### config.mk
export PLATFORM = sky130hd
export DESIGN_NAME = ert_ctrl
export DESIGN_NICKNAME = d
export VERILOG_FILES = /design/src/hdl/icmp_echo_rtt_tracker_macros.svh /design/src/hdl/ert_pkg.sv /design/src/hdl/ert_ctrl.sv
export SDC_FILE = /design/constraint.sdc
export NUM_CORES = 1
export LEC_CHECK = 0
export BUFFER_PORTS_ARGS = -buffer_cell sky130_fd_sc_hd__buf_2
export CORE_MARGIN = 5
export CORE_UTILIZATION = 46
export CTS_CLUSTER_SIZE = 24
export DETAILED_ROUTE_END_ITERATION = 8
export PLACE_DENSITY = 0.77
export SLEW_MARGIN = 20
export SYNTH_ARGS = -nofsm -noshare
export SYNTH_HDL_FRONTEND = slang
export SYNTH_SLANG_ARGS = --single-unit
export TNS_END_PERCENT = 5
### constraint.sdc
create_clock -name clk -period 1.8 [get_ports clk]
set_clock_uncertainty 0.2 [all_clocks]
set_input_delay 0.09 -clock clk [delete_from_list [all_inputs] [get_ports clk]]
set_output_delay 0.09 -clock clk [all_outputs]
set_load 0.02 [all_outputs]
### src/hdl/icmp_echo_rtt_tracker_macros.svh
// Assertion macros for the ICMP echo RTT tracker
`ifndef ICMP_ECHO_RTT_TRACKER_MACROS_SVH
`define ICMP_ECHO_RTT_TRACKER_MACROS_SVH
`ifndef ASSERT_OFF
`define ERT_ASSERT(lbl, prop) \
  lbl: assert property (@(posedge clk) disable iff (!rst_n) prop) \
    else $error("ert: assertion failed");
`define ERT_ASSERT_ALWAYS(lbl, prop) \
  lbl: assert property (@(posedge clk) prop) else $error("ert: assertion failed");
`else
`define ERT_ASSERT(lbl, prop)
`define ERT_ASSERT_ALWAYS(lbl, prop)
`endif
`endif

### src/hdl/ert_pkg.sv
// Shared constants and controller/datapath types for the echo RTT tracker
`default_nettype none
package ert_pkg;
  localparam int DEPTH_DEF  = 256;
  localparam int TS_W       = 48;
  localparam int RTT_W      = 49;
  localparam int CNT_W      = 9;
  localparam int LOSS_W     = 14;
  localparam int LOSS_SCALE = 10000;
  localparam int IN_DW      = 152;
  localparam int OUT_DW     = 200;
  localparam int KEY_W      = 96;

  localparam logic [7:0] ICMP_ECHO_REQ = 8'd8;
  localparam logic [7:0] ICMP_ECHO_REP = 8'd0;

  typedef logic [1:0] status_t;
  localparam status_t ST_RECORDED = 2'd0;
  localparam status_t ST_IGNORED  = 2'd1;
  localparam status_t ST_DROPPED  = 2'd2;
  localparam status_t ST_SUMMARY  = 2'd3;

  typedef struct packed {
    logic    cap;
    logic    clr_idx;
    logic    rd;
    logic    inc_idx;
    logic    upd;
    logic    app;
    logic    acc_clr;
    logic    acc;
    logic    div_start;
    logic    div_sel;
    logic    div_cap;
    logic    ld_out;
    status_t st;
  } cmd_t;

  typedef struct packed {
    logic is_sum;
    logic is_echo;
    logic scan_end;
    logic full;
    logic match;
    logic div_done;
    logic comp_zero;
    logic req_zero;
    logic out_free;
  } sts_t;
endpackage
`default_nettype wire

### src/hdl/ert_ctrl.sv
// Sequencer for lookup, append, summary walk and the two divisions
`default_nettype none
module ert_ctrl (
  input  wire logic          clk,
  input  wire logic          rst_n,
  input  wire logic          in_tvalid,
  output logic               in_tready,
  input  wire ert_pkg::sts_t sts,
  output ert_pkg::cmd_t      cmd
);
  import ert_pkg::*;

  typedef enum logic [3:0] {
    S_IDLE, S_DEC, S_LOOK, S_CMP, S_SLOOK, S_SACC,
    S_AVG, S_AVGW, S_LOSS, S_LOSSW, S_OUT
  } state_t;

  state_t  state_r, state_nxt;
  status_t st_r, st_nxt;

  always_comb begin
    cmd       = '0;
    cmd.st    = st_r;
    state_nxt = state_r;
    st_nxt    = st_r;
    unique case (state_r)
      S_IDLE: begin
        if (in_tvalid) begin
          cmd.cap   = 1'b1;
          state_nxt = S_DEC;
        end
      end
      S_DEC: begin
        if (sts.is_sum) begin
          cmd.clr_idx = 1'b1;
          cmd.acc_clr = 1'b1;
          st_nxt      = ST_SUMMARY;
          state_nxt   = S_SLOOK;
        end else if (!sts.is_echo) begin
          st_nxt    = ST_IGNORED;
          state_nxt = S_OUT;
        end else begin
          cmd.clr_idx = 1'b1;
          state_nxt   = S_LOOK;
        end
      end
      S_LOOK: begin
        if (sts.scan_end) begin
          if (sts.full) begin
            st_nxt = ST_DROPPED;
          end else begin
            cmd.app = 1'b1;
            st_nxt  = ST_RECORDED;
          end
          state_nxt = S_OUT;
        end else begin
          cmd.rd    = 1'b1;
          state_nxt = S_CMP;
        end
      end
      S_CMP: begin
        if (sts.match) begin
          cmd.upd   = 1'b1;
          st_nxt    = ST_RECORDED;
          state_nxt = S_OUT;
        end else begin
          cmd.inc_idx = 1'b1;
          state_nxt   = S_LOOK;
        end
      end
      S_SLOOK: begin
        if (sts.scan_end) begin
          state_nxt = S_AVG;
        end else begin
          cmd.rd    = 1'b1;
          state_nxt = S_SACC;
        end
      end
      S_SACC: begin
        cmd.acc     = 1'b1;
        cmd.inc_idx = 1'b1;
        state_nxt   = S_SLOOK;
      end
      S_AVG: begin
        if (sts.comp_zero) begin
          state_nxt = S_LOSS;
        end else begin
          cmd.div_start = 1'b1;
          state_nxt     = S_AVGW;
        end
      end
      S_AVGW: begin
        if (sts.div_done) begin
          cmd.div_cap = 1'b1;
          state_nxt   = S_LOSS;
        end
      end
      S_LOSS: begin
        cmd.div_sel = 1'b1;
        if (sts.req_zero) begin
          state_nxt = S_OUT;
        end else begin
          cmd.div_start = 1'b1;
          state_nxt     = S_LOSSW;
        end
      end
      S_LOSSW: begin
        cmd.div_sel = 1'b1;
        if (sts.div_done) begin
          cmd.div_cap = 1'b1;
          state_nxt   = S_OUT;
        end
      end
      S_OUT: begin
        if (sts.out_free) begin
          cmd.ld_out = 1'b1;
          state_nxt  = S_IDLE;
        end
      end
      default: state_nxt = S_IDLE;
    endcase
  end

  always_ff @(posedge clk) begin
    if (!rst_n) begin
      state_r <= S_IDLE;
      st_r    <= ST_RECORDED;
    end else begin
      state_r <= state_nxt;
      st_r    <= st_nxt;
    end
  end

  assign in_tready = (state_r == S_IDLE);
endmodule
`default_nettype wire

==> results of run 1 <==
==> Yosys cell counts, types with 3 or more instances <==
library cell  n
nand2_1       3
nor3_1        4
inv_1         5
buf_2         4
nor2_1        9
a21oi_1       4
dfxtp_1       6
o21ai_0       6
==> power by group through the flow <==
stage	logic, uW	clock network, uW	registers, uW
6_report	1070	131	337
5_1_grt	1160	143	355
4_1_cts	1000	132	328
3_5_place_dp	994	0	320
3_3_place_gp	979	0	315
2_1_floorplan	808	0	234
==> worst max-delay path: stages (launching register included) <==
cell     delay, ns
dfxtp_4       0.38
or3b_4        0.45
nor4b_4       0.21
buf_4         0.17
==> kinds of logic (layout without fill, tap and decap cells) <==
family	count (synthesis)	after routing	share of synthesized area, %
xor+xnor	1	1	1.37
flops	6	6	18.8
buf+inv	14	45	11.5
fa+ha+maj	1	1	1.56
compound gates	26	26	28.9
mux	2	2	3.13
simple gates	35	35	34.8
==> cell type report <==
class,instances,area (um2)
repair buffers,37,224
clock buffers,3,22.5
flip-flops and latches,6,130
well taps,15,18.8
multi-input cells,65,477
inverters,5,18.8
fillers,118,427
==> repair_timing <==
item / in CTS / in global routing
pin swaps: 0 / 1
buffers inserted: 0 / 2
endpoints found under the hold margin: 6 / 0
endpoints found under the setup margin: 8 / 4
hold buffers: 1 / 0
gates resized for setup: 6 / 7
gates cloned: 0 / 0
==> metal layers <==
layer	share of wire [%]	track usage, %	wire [um]
met1	46	24.1	880
met2	46	30.2	875
met3	6.3	3.83	120
met4	2.1	9.94	40
met5	0	0	0
==> state kept, by name, summed over array words and instances (netlist names) <==
| register | cells |
|---|---|
| st_r | 2 |
| state_r | 4 |
==> final timing paths <==
check | startpoint | endpoint | slack (ns) | cells past startpoint
worst max-delay path | state_r[2] | cmd[8] | 0.05 | 3
worst min-delay path | sts[3] | state_r[1] | 0.03 | 4
worst max register to register | state_r[1] | st_r[0] | 0.06 | 4
worst min register to register | st_r[1] | st_r[1] | 0.25 | 2
==> metrics by stage <==
stage / util, % / instances
2_1_floorplan: - / 85
3_3_place_gp: 60.8 / 125
3_5_place_dp: 60.8 / 125
4_1_cts: 64.0 / 129
5_1_grt: 67.6 / 131
6_report: 67.6 / 131
==> results.py, run 1 <==
metrics = {
    "power": {
        "power.density_nw_per_um2": 1730,
        "p_int_uw": 785,
        "p_sw_uw": 752,
        "power_frac_seq_pct": 21.9,
        "p_leak_uw": 0.000403,
        "p_total_uw": 1540,
        "switching_share_pct": 48.9,
        "combPwrFrac_pct": 69.6,
        "p_clk_share_pct": 8.5,
        "vdd_drop_max_uv": 993,
    },
    "clock_tree": {
        "insertion_delay_ns": 0.25,
        "cts_sinks": 6,
        "root_buffer": "clkbuf_4",
        "cts_made_buffers": 3,
        "clk_pin_slew_ns": 0.05,
        "cts_tree": "built",
        "clock_path_buffers": 2,
        "cts_max_level": 1,
    },
    "placement": {
        "hpwlAfterDp_um": 1390,
        "place_ws_ns": 0.0650,
        "placed_cell_area_um2": 801,
        "gp_congestion": 0.816,
        "port_buffers": 26,
    },
    "synth": {
        "synth_area_leaders": "dfxtp_1 19%, nor2_1 5.3%, o21ai_0 4.7%, buf_6 3.5%, a21oi_1 3.1%",
        "yosysTopAreaCell": "dfxtp_1",
        "async_flop_share_pct": 0,
        "synth_top_flop_cell": "dfxtp_1",
        "synth_edf_count": 0,
        "syn-num-nets": 97,
        "netlist_instances": 85,
        "syn_avg_cell_area_um2": 7.54,
        "synthesis.area_um2": 641,
        "synth.distinct_cells": 41,
        "yosysSeqAreaShare_pct": 18.8,
        "netlist.area_leader.share_pct": 18.8,
        "yosys_warnings": 0,
        "synth_seq_cells": 6,
    },
    "routing": {
        "drtPass1Iterations": 5,
        "drc": 0,
        "drt_first_iter_violations": 18,
        "vias_per_cell": 5.98,
        "wl_per_cell_um": 14.6,
        "drt_wl_total_um": 1920,
        "vias": 784,
        "ant_nets": 0,
    },
    "final_layout": {
        "layout_commonest_cell": "buf_2",
        "drive_gt1_share_pct": 44.0,
        "syn_to_final_growth_pct": 39.1,
        "stdcell_area_um2": 891,
        "layout_common_cells": "24 x buf_2, 11 x buf_4, 8 x nor2_1",
        "insertedDiodeCount": 0,
        "final_nets": 130,
    },
    "timing": {
        "rsz0062_at_grt": "true",
        "maxSlewViolCount": 0,
        "worst_pin_slew_ns": 0.343,
        "holdWs_ns": 0.0349,
        "layout_setup_ws_ns": 0.0489,
        "finalCriticalPeriod_ns": 1.75,
        "clock.fmax_mhz": 571,
        "fin_setup_tns_ns": 0,
        "slew_headroom_pct": 77.1,
        "setup_viol": 0,
        "hold_viol_final": 0,
        "period_share_pct": 97.3,
    },
    "die": {
        "initial_utilization_pct": 48.6,
        "die_area_um2": 2240,
        "ios": 27,
        "die_h_um": 47.3,
        "die_w_um": 47.3,
        "core_area_um2": 1320,
        "rows": 13,
    },
    "worst_setup_path": {
        "crit_path_end_kind": "output port",
        "worstPathArrival_ns": 1.46,
        "cp_max_fo": 11,
        "cp-start-kind": "register",
        "worstSetupPathType": "register to output port",
        "critPathRequiredTime_ns": 1.51,
    },
    "grt": {
        "grt_usage_pct": 19.1,
        "grt_pass1_vias": 701,
        "antenna_found_initial": 0,
        "grt_start_max_net_pins": 20,
        "grt_pass1_wl_um": 3050,
        "grt_overflow_total": 0,
    },
    "flow_run": {
        "max-cap-violations": 0,
    },
    "outcome": {
        "status": "finished clean",
    },
    "worst_hold_path": {
        "hp-class": "primary input to register",
    },
}
(Power assumes the default switching activity.)
==> inputs of run 2 (changes only) <==
CORE_UTILIZATION = 40   (was 46)
PLACE_DENSITY = 0.69   (was 0.77)
==> results.py, run 2 (synthesis results as in run 1) <==
metrics = {
    "power": {
        "vdd_drop_max_uv": 1090,
        "p_sw_uw": 757,
        "p_leak_uw": 0.000406,
        "power.density_nw_per_um2": 1760,
        "power_frac_seq_pct": 22.3,
        "p_int_uw": 808,
        "combPwrFrac_pct": 68.9,
        "p_clk_share_pct": 8.8,
        "switching_share_pct": 48.4,
        "p_total_uw": 1570,
    },
    "grt": {
        "antenna_found_initial": 0,
        "busiest_layer": "met2",
        "grt_usage_pct": 15.5,
        "grt_start_max_net_pins": 18,
        "grt_pass1_vias": 685,
        "grt_pass1_wl_um": 3070,
        "use_met2_pct": 22.6,
        "met1_usage_pct": 20.6,
        "met3_usage_pct": 3.92,
        "grt_overflow_total": 0,
    },
    "worst_setup_path": {
        "crit_chain": "or3b_4, nor4b_2, buf_4",
        "cp-start-kind": "register",
        "critPathTopFamily": "simple AND/OR/NAND/NOR gates",
        "critPathRequiredTime_ns": 1.51,
        "reg2reg_setup_slack_ns": 0.06,
        "max_stage_delay_ns": 0.43,
        "cp-startpoint": "state_r[2]",
        "worstPathArrival_ns": 1.47,
        "r2r_start": "state_r[1]",
        "path_depth": 3,
        "worstSetupPathType": "register to output port",
        "cp_max_fo": 11,
        "r2r_cells": 4,
        "path_buf_inv": 1,
        "crit_path_end_kind": "output port",
        "crit_slowest_cell": "or3b_4",
        "reg2reg_to": "st_r[0]",
    },
    "timing": {
        "slew_headroom_pct": 80.3,
        "finalCriticalPeriod_ns": 1.76,
        "maxSlewViolCount": 0,
        "fin_setup_tns_ns": 0,
        "hold_viol_final": 0,
        "setup_viol": 0,
        "clock.fmax_mhz": 570,
        "rsz0062_at_grt": "true",
        "period_share_pct": 97.5,
        "worst_pin_slew_ns": 0.293,
    },
    "final_layout": {
        "seqCellArea_um2": 133,
        "insertedDiodeCount": 0,
        "stdcell_area_um2": 892,
        "largest_reg_flops": 4,
        "final_core_util_pct": 59.2,
        "drive_gt1_share_pct": 45.3,
        "syn_to_final_growth_pct": 39.3,
        "layout_common_cells": "24 x buf_2, 12 x buf_4, 8 x nor2_1",
        "largest_registers": "state_r x4, st_r x2",
        "multi_input_comb_area_um2": 467,
        "final_nets": 131,
        "n_fill_cell": 146,
        "regMostFlops": "state_r",
        "layout_commonest_cell": "buf_2",
    },
    "clock_tree": {
        "clock_path_buffers": 2,
        "insertion_delay_ns": 0.25,
        "cts_tree": "built",
        "clk_pin_slew_ns": 0.05,
        "root_buffer": "clkbuf_4",
        "cts_made_buffers": 3,
        "cts_setup_buffers": 0,
        "cts_max_level": 1,
        "cts_sinks": 6,
    },
    "worst_hold_path": {
        "hold_end": "state_r[1]",
        "hold_depth": 4,
        "hp-class": "primary input to register",
        "min_from": "sts[3]",
    },
    "placement": {
        "port_buffers": 26,
        "gp_congestion": 0.818,
        "hpwlAfterDp_um": 1460,
        "placed_cell_area_um2": 825,
    },
    "die": {
        "die_area_um2": 2500,
        "rows": 14,
        "ios": 27,
        "die_h_um": 50.0,
        "die_w_um": 50.0,
        "core_area_um2": 1510,
        "initial_utilization_pct": 42.5,
    },
    "routing": {
        "ant_nets": 0,
        "drt_first_iter_violations": 40,
        "drt_wl_total_um": 1990,
        "wl_per_cell_um": 14.9,
        "drtPass1Iterations": 4,
        "vias_per_cell": 5.99,
        "vias": 797,
        "drc": 0,
    },
    "outcome": {
        "status": "finished clean",
    },
    "flow_run": {
        "max-cap-violations": 0,
    },
}
[run 2: cell type report]
cell class              instances  share of cell area (%)
well taps                      16                    2.24
inverters                       5                    2.10
repair buffers                 38                    25.9
multi-input cells              65                    52.3
clock buffers                   3                    2.52
flip-flops and latches          6                    14.9
[run 2: layer usage]
layer / wire (um) / share of wire (%)
met5: 0 / 0
met4: 34 / 1.7
met3: 168 / 8.5
met2: 909 / 46
met1: 876 / 44
[run 2: worst min-delay path, cell delays in order]
cell and delay [ns]:
buf_2 0.10, inv_1 0.06, o211ai_2 0.10, a311oi_1 0.10
[run 2: worst max-delay path by stage]
stage | slack (ns) | endpoint
after floorplan | -0.06 | cmd[8]
after global placement | 0.06 | st_r[0]
after detailed placement | 0.09 | st_r[0]
after CTS | 0.01 | cmd[10]
after global routing | -0.05 | cmd[10]
final | 0.04 | cmd[8]
[run 2: metrics by stage]
stage / cells / hold slack (ns) / setup slack (ns)
after floorplan: 85 / 0.0296 / -0.0560
after global placement: 129 / 0.179 / 0.0561
after detailed placement: 129 / 0.188 / 0.0898
after CTS: 133 / 0.0193 / 0.0141
after global routing: 133 / 0.0450 / -0.0514
final: 133 / 0.0298 / 0.0450
[run 2: power by group through the flow]
stage | registers, uW | logic, uW | clock network (uW)
after global routing | 358 | 1170 | 145
after floorplan | 234 | 808 | 0
after CTS | 334 | 1070 | 140
after global placement | 314 | 1040 | 0
final | 349 | 1080 | 138
after detailed placement | 316 | 1050 | 0
[run 2: repair_timing]
action	4_1_cts	5_1_grt
hold buffers	1	0
resized for setup	8	5
endpoints found under the hold margin	6	0
endpoints found under the setup margin	5	4
pin swaps	0	1
==> inputs of run 3 (changes only) <==
--- a/config.mk
+++ b/config.mk
@@ -9,5 +9,4 @@
 export CORE_MARGIN = 5
 export CORE_UTILIZATION = 40
-export CTS_CLUSTER_SIZE = 24
 export DETAILED_ROUTE_END_ITERATION = 8
 export PLACE_DENSITY = 0.69
==> constraint.sdc (replaced) <==
create_clock -name clk -period 1.8 [get_ports clk]
set_clock_uncertainty 0.2 [all_clocks]
set_input_delay 0.09 -clock clk [delete_from_list [all_inputs] [get_ports clk]]
set_output_delay 0.09 -clock clk [all_outputs]
set_load 0.05 [all_outputs]
==> results.py, run 3 (synthesis results as in run 1) <==
metrics = {
    "outcome": {
        "status": "finished with violations",
        "failed_checks": "negative setup slack",
    },
    "clock_tree": {
        "clk_pin_slew_ns": 0.04,
        "insertion_delay_ns": 0.25,
        "clock_path_buffers": 2,
        "root_buffer": "clkbuf_4",
        "cts_max_level": 1,
        "cts_setup_buffers": 0,
        "cts_sinks": 6,
        "cts_made_buffers": 3,
        "cts_tree": "built",
    },
    "routing": {
        "drc": 0,
        "ant_nets": 0,
        "wl_per_cell_um": 14.3,
        "vias": 769,
        "drt_wl_total_um": 1920,
        "drt_first_iter_violations": 16,
        "vias_per_cell": 5.74,
        "drtPass1Iterations": 4,
    },
    "final_layout": {
        "final_cells": 134,
        "regMostFlops": "state_r",
        "syn_to_final_growth_pct": 51.6,
        "largest_reg_flops": 4,
        "drive_gt1_share_pct": 50.8,
        "n_fill_cell": 132,
        "final_nets": 132,
        "largest_registers": "state_r x4, st_r x2",
        "layout_common_cells": "21 x buf_2, 12 x buf_4, 7 x nor2_1",
        "insertedDiodeCount": 0,
        "layout_commonest_cell": "buf_2",
    },
    "worst_setup_path": {
        "critPathCapture": "cmd[8]",
        "cp-start-kind": "register",
        "r2r_cells": 4,
        "crit_chain": "or3b_4, nor4b_4, buf_6",
        "r2r_start": "state_r[1]",
        "max_stage_delay_ns": 0.44,
        "crit_path_end_kind": "output port",
        "path_buf_inv": 1,
        "critPathRequiredTime_ns": 1.51,
        "cp_max_fo": 12,
        "cp-startpoint": "state_r[3]",
        "reg2reg_setup_slack_ns": 0.10,
        "worstPathArrival_ns": 1.53,
        "critPathTopFamily": "simple AND/OR/NAND/NOR gates",
        "reg2reg_to": "st_r[0]",
        "crit_slowest_cell": "or3b_4",
        "path_depth": 3,
        "worstSetupPathType": "register to output port",
    },
    "timing": {
        "hold_viol_final": 0,
        "maxSlewViolCount": 0,
        "layout_setup_ws_ns": -0.0212,
        "period_share_pct": 101,
        "setup_viol": 1,
        "clock.fmax_mhz": 549,
        "slew_headroom_pct": 76.8,
        "finalCriticalPeriod_ns": 1.82,
        "rsz0062_at_grt": "true",
        "worst_pin_slew_ns": 0.345,
    },
    "worst_hold_path": {
        "min_from": "sts[3]",
        "hp-class": "primary input to register",
        "hold_depth": 4,
    },
    "grt": {
        "grt_start_max_net_pins": 14,
        "antenna_found_initial": 0,
        "grt_pass1_wl_um": 3150,
        "grt_usage_pct": 15.2,
        "grt_overflow_total": 0,
        "grt_pass1_vias": 688,
    },
    "placement": {
        "port_buffers": 26,
        "placedCellCount": 130,
        "hpwlAfterDp_um": 1480,
        "gp_congestion": 0.843,
    },
    "die": {
        "rows": 14,
        "die_h_um": 50.0,
        "die_area_um2": 2500,
        "core_area_um2": 1510,
        "initial_utilization_pct": 42.5,
        "ios": 27,
        "die_w_um": 50.0,
    },
    "power": {
        "power.density_nw_per_um2": 1990,
        "p_total_uw": 1930,
        "vdd_drop_max_uv": 1160,
        "p_leak_uw": 0.000423,
    },
    "flow_run": {
        "max-cap-violations": 0,
    },
}
-- run 3: metal layers --
layer  wire length, um  global-route usage (%)
met5                 0                       0
met4                 9                    2.62
met3               123                    3.01
met2               895                    22.4
met1               892                    22.6
-- run 3: through the flow --
stage | util, % | area (um2) | hold WS [ns] | worst slack, ns | setup TNS (ns)
finish | 64.5 | 971 | 0.0330 | -0.0212 | -0.0212
global route | 64.5 | 971 | 0.0823 | -0.0804 | -0.0804
CTS | 62.2 | 937 | 0.0315 | 0.00215 | 0
detailed placement | 58.6 | 883 | 0.189 | 0.0774 | 0
global placement | 58.6 | 883 | 0.183 | 0.0895 | 0
floorplan | - | 698 | 0.0296 | -0.258 | -1.53
-- run 3: area by class of cell --
class | count | area [um2] | share of cell area (%)
Tap cell | 16 | 20.0 | 2.06
Clock buffer | 3 | 22.5 | 2.32
Multi-Input combinational cell | 65 | 518 | 53.4
Sequential cell | 6 | 130 | 13.4
Inverter | 5 | 18.8 | 1.93
Timing Repair Buffer | 39 | 262 | 26.9
-- run 3: worst min-delay path, delay by kind of cell --
family                 cells  cell delay, ns
AOI/OAI and AO/OA          2            0.20
buffers and inverters      2            0.15
-- run 3: worst min-delay path by stage --
stage,to,slack [ns]
after detailed placement,state_r[0],0.19
after global placement,state_r[0],0.18
after floorplan,state_r[0],0.03
after global routing,state_r[3],0.08
final,state_r[3],0.03
after CTS,state_r[3],0.03
-- run 3: power by group --
| part | internal (uW) | leakage [uW] | switching [uW] |
|---|---|---|---|
| clock network | 75.5 | 0.0000138 | 49.5 |
| logic | 612 | 0.000358 | 876 |
| registers | 206 | 0.0000514 | 112 |
| total | 893 | 0.000423 | 1040 |
-- run 3: repair_timing --
action / in CTS / in global routing
hold endpoints to repair: 6 / 0
hold buffers: 1 / 0
pin swaps: 1 / 1
resized for setup: 10 / 8
endpoints found under the setup margin: 8 / 6
